===== src/rtl/tcw_ram.sv =====
// Generic single-write, single-read RAM with registered read data.
module tcw_ram #(
  parameter int WIDTH = 8,
  parameter int DEPTH = 256
) (
  input  logic                     clk_i,
  input  logic                     we_i,
  input  logic [$clog2(DEPTH)-1:0] waddr_i,
  input  logic [WIDTH-1:0]         wdata_i,
  input  logic [$clog2(DEPTH)-1:0] raddr_i,
  output logic [WIDTH-1:0]         rdata_o
);

  logic [WIDTH-1:0] mem [DEPTH];
  logic [WIDTH-1:0] rdata_q;

  // Write one entry, read one entry per cycle
  always_ff @(posedge clk_i) begin
    if (we_i) begin
      mem[waddr_i] <= wdata_i;
    end
    rdata_q <= mem[raddr_i];
  end

  assign rdata_o = rdata_q;

endmodule


===== config.mk =====
export PLATFORM = sky130hd
export DESIGN_NAME = tcw_ram
export DESIGN_NICKNAME = d
export VERILOG_FILES = /design/src/rtl/tcw_ram.sv
export SDC_FILE = /design/constraint.sdc
export NUM_CORES = 2
export LEC_CHECK = 0
export ABC_AREA = 1
export BUFFER_PORTS_ARGS = -buffer_cell sky130_fd_sc_hd__buf_2
export CAP_MARGIN = 10
export CORE_AREA = 2 2 379 381
export CTS_BUF_LIST = sky130_fd_sc_hd__clkbuf_4 sky130_fd_sc_hd__clkbuf_8
export CTS_CLUSTER_SIZE = 16
export DETAILED_ROUTE_END_ITERATION = 8
export DIE_AREA = 0 0 381 383
export PLACE_DENSITY_LB_ADDON = 0.3
export SLEW_MARGIN = 20
export SYNTH_ARGS = -nofsm -noshare
export SYNTH_HDL_FRONTEND = slang
export SYNTH_SLANG_ARGS = --single-unit

===== constraint.sdc =====
create_clock -name clk_i -period 1.7 [get_ports clk_i]
set_clock_uncertainty 0.15 [all_clocks]
set_input_delay 0.085 -clock clk_i [delete_from_list [all_inputs] [get_ports clk_i]]
set_output_delay 0.085 -clock clk_i [all_outputs]
set_load 0.02 [all_outputs]

# Yosys cells after proc, flatten, opt, wreduce, memory -nomap -nowiden
# Memory sizes are Yosys's and may differ from the RTL's. A register that Yosys moved wholly into a read port is not among the register bits.
# Cells that the tools add are included.
# totals
mem_bits_rw,2048
regBits,0
inputBits,26
latch_bits,0
romBits,0
mem_count,1
word_cells,3
# classes
div,0
multipliers,0
reduce_logical,0
n_bitwise,0
eq_ne,0
magnitude_cmp,0
shifts,0
muxes,2
addsub,0
# mem_list
name,depth,word_bits,rd,rd_ports_with_merged_regs,write_ports,line,rtl
mem,256,8,1,1,1,14,logic [WIDTH-1:0] mem [DEPTH];
# ops
cell,n
$mux W1,2

# Longest topological paths before layout
# depth
word_depth,2
mapped_depth,15
depth_no_buf,11

# Worst setup path after synthesis
# No wires, ideal clock.
# synth_timing
path_kind,in2reg
start,input port we_i
end,"memory mem[162][0], enable pin"
path_buffers,2
path_stages,4
required_ns,1.180
setup_time_ns,0.370
slack_ns,-0.026
arrival_time_ns,1.206
path_cell_list,clkbuf_1 > nand3_1 > clkbuf_1 > nor2_1
# synth_via
elab_chain_len,2
# synth_lines
element,line,rtl
from (decl),7,"input logic we_i,"
$mux W1,19,if (we_i) begin
$mux W1 (implied by the code),20,mem[waddr_i] <= wdata_i;
to (decl),14,
# Every way passes these cells.

# Final worst setup path
# layout_timing
start,"register rdata_q[1], in the netlist rdata_o[1] (read register of mem)"
end,output port rdata_o[1]
# layout_lines
element,line,rtl
from (decl),15,logic [WIDTH-1:0] rdata_q;
to (decl),11,output logic [WIDTH-1:0] rdata_o
# No word-level cell between the ends.

==> metrics.txt <==
status=finished, violations left; failing checks=setup timing; Detailed Route WL=235 mm; min Tclk post-route=1.79 ns; GPL Wtd Cong=0.937; Core ar.=142000 um2; slowest CP cell=dfxtp_4; CP Launch Type=flip-flop; fin. max-slew vios=0; # setup viols final=26; Int Pwr=79.2 mW; post-synthesis cell area=83400 um2; Yosys Warn Count=0; CTS Buf Count=330; Starting Density=58.6%; Chip Height=383 um; worst hold path type=input port to flip-flop; cells after synthesis=7003; pin count of the biggest net entering global routing=81; LEAKAGE=36.1 nW; Comb pwr share=7.6%; Vias=59700; Power per Cell Area=1050 nW/um2; CTS Sinks=2056; cell row count=139; sequential share of the synthesized area=73.9%; Rel. slew slack=49.6%; PortBufs=33; Detail Placement HPWL=146 mm; clk root buf=clkbuf_8; clock network power share=38.2%; die area=146000 um2; pre-CTS setup slack=-0.765 ns; crit path max fanout=1; WL/cell=23.9 um; synth unique cells=14; RSZ-0062 raised after global routing=yes; Worst Setup End Kind=primary output; nets=7739; Seq pwr share=54.2%; CTS max path bufs=4; total power=103 mW; maximum vdd drop=0.000618 V; DR iter-0 viols=9409; initial antenna violation count=7; vias in the first global route=57100; Critical Path RT=1.46 ns; Synth Area per Inst=11.9 um2; Critical Path AT=1.56 ns; sw frac=23.3%; GRT Util Overall=32.1%; top cell family by delay on the critical path=flip-flops; 1st-pass router iterations=9; DRC viols=0; Die Wd=381 um; slew at the pin with the worst max-slew slack=0.754 ns; area delta synth->final=18.5%; Tcrit/Tclk final=105%; Post-CTS Setup Bufs=0; Worst-Skew Late Latency=1.04 ns; grt total ovfl=0; clock-pin slew on the worst setup and hold paths=0.06 ns; CP peak stage delay=0.40 ns; Critical Path, Cell by Cell=buf_6; Switch Pwr=24.1 mW; CTS tree=done; vias per cell=6.05; FF+latch count, synth=2056; layout cells sized above 1=18.4%; syn_nets=7029; final hold violation count=0; global-route wire length before repair=350 mm; antenna viol nets, final=0; Top-Level Pins=34; max_cap viols=0; Worst Path Buf+Inv=1; H-Tree Depth=5; maximum clock frequency=558 MHz; Crit Path Class=flip-flop to primary output; crit path setup slack, layout=-0.0927 ns
[final timing paths]
kind / to / cells after the start / slack [ns] / startpoint
worst max-delay path: rdata_o[1] / 1 / -0.09 / rdata_o[1]
worst min-delay path: mem[135][3] / 6 / 0.02 / waddr_i[5]
worst max register to register: rdata_o[4] / 11 / -0.08 / mem[191][4]
worst min register to register: rdata_o[4] / 10 / 0.84 / mem[86][4]
[through the flow]
step / utilization [%] / setup TNS (ns) / hold WS, ns / instance area [um2] / cells
floorplan: - / -4.53 / 0.0339 / 83400 / 7003
global placement: 64.2 / -82.58 / 0.263 / 91400 / 9245
detailed placement: 64.2 / -139.00 / 0.263 / 91400 / 9245
CTS: 69.3 / -3.87 / 0.000977 / 98600 / 9849
global route: 69.4 / -1.56 / 0.0124 / 98800 / 9848
finish: 69.5 / -0.875 / 0.0203 / 98800 / 9858
[worst register-to-register path, stage by stage, from the launching register on]
cell and delay, ns:
edfxtp_1 0.37, nand2_1 0.08, nand3_1 0.10, nand3_2 0.11, nand3_2 0.14, nand3_2 0.14, nand3_2 0.11, buf_6 0.15
nand3_4 0.08, nand2_4 0.07, nand2_4 0.09, nand2_1 0.06
[routing by layer]
metal	part of all wire [%]	wire length, um	vias up	GRT usage, %
met5	0.017	41	-	0
met4	3.6	8520	6	12.5
met3	13	30200	559	7.31
met2	46	108000	4038	49.3
met1	37	88200	28700	45.1
li1	-	-	26300	-
[cell type report]
class                           instances  area (um2)
Clock inverter                        121         573
Multi-Input combinational cell       4425       20000
Fill cell                            9566       43400
Sequential cell                      2056       61700
Inverter                               39         180
Clock buffer                          441        5410
Tap cell                             1903        2380
Antenna cell                           12        30.0
Timing Repair Buffer                  861        8520
[cell usage after synthesis]
cell | count | area (um2)
inv_4 | 1 | 6.26
edfxtp_1 | 2048 | 61500
buf_4 | 46 | 345
inv_2 | 2 | 7.51
inv_1 | 36 | 135
buf_6 | 16 | 180
nor2_1 | 283 | 1060
buf_2 | 268 | 1340
nand2_1 | 2123 | 7970
nand3_1 | 2019 | 10100
buf_8 | 1 | 15.0
buf_1 | 40 | 150
clkbuf_1 | 112 | 420
dfxtp_1 | 8 | 160
[logic make-up (layout without fill, tap and decap cells)]
family                 Yosys count  in the layout  synth area share [%]
and+or+nand+nor               4425           4425                  22.9
DFF                           2056           2056                  73.9
buffers and inverters          522           1462                  3.12
other                            0             12                     0
[state kept, by name (all words and copies together), names as in the netlist]
signal,flops
rdata_o,8
mem,2048
[power groups by stage]
stage / clock (mW) / sequential, mW / combinational, mW
after CTS: 39.7 / 56.0 / 7.67
final: 39.5 / 55.9 / 7.90
after global routing: 41.9 / 55.9 / 8.34
after floorplan: 0 / 57.0 / 3.45
after detailed placement: 0 / 57.0 / 7.28
after global placement: 0 / 57.0 / 7.14
[layout by cell type, fill, tap and decap left out, types with 14 or more instances in the layout]
cell type / n
dlygate4sd3_1: 33
buf_6: 14
nor2_1: 277
clkbuf_8: 335
buf_12: 149
nand3_1: 1884
nand3_4: 23
clkinv_2: 24
nand2_1: 2115
edfxtp_1: 2048
inv_1: 34
buf_4: 639
clkbuf_4: 106
clkinv_1: 86
nand3_2: 112
[repair_timing]
item	4_1_cts	5_1_grt
hold buffers	42	0
endpoints found under the hold margin	4104	0
setup endpoints to repair	16	560
cloned	0	0
pin swaps	12	6
resized for setup	168	48
(Power assumes the default switching activity.)
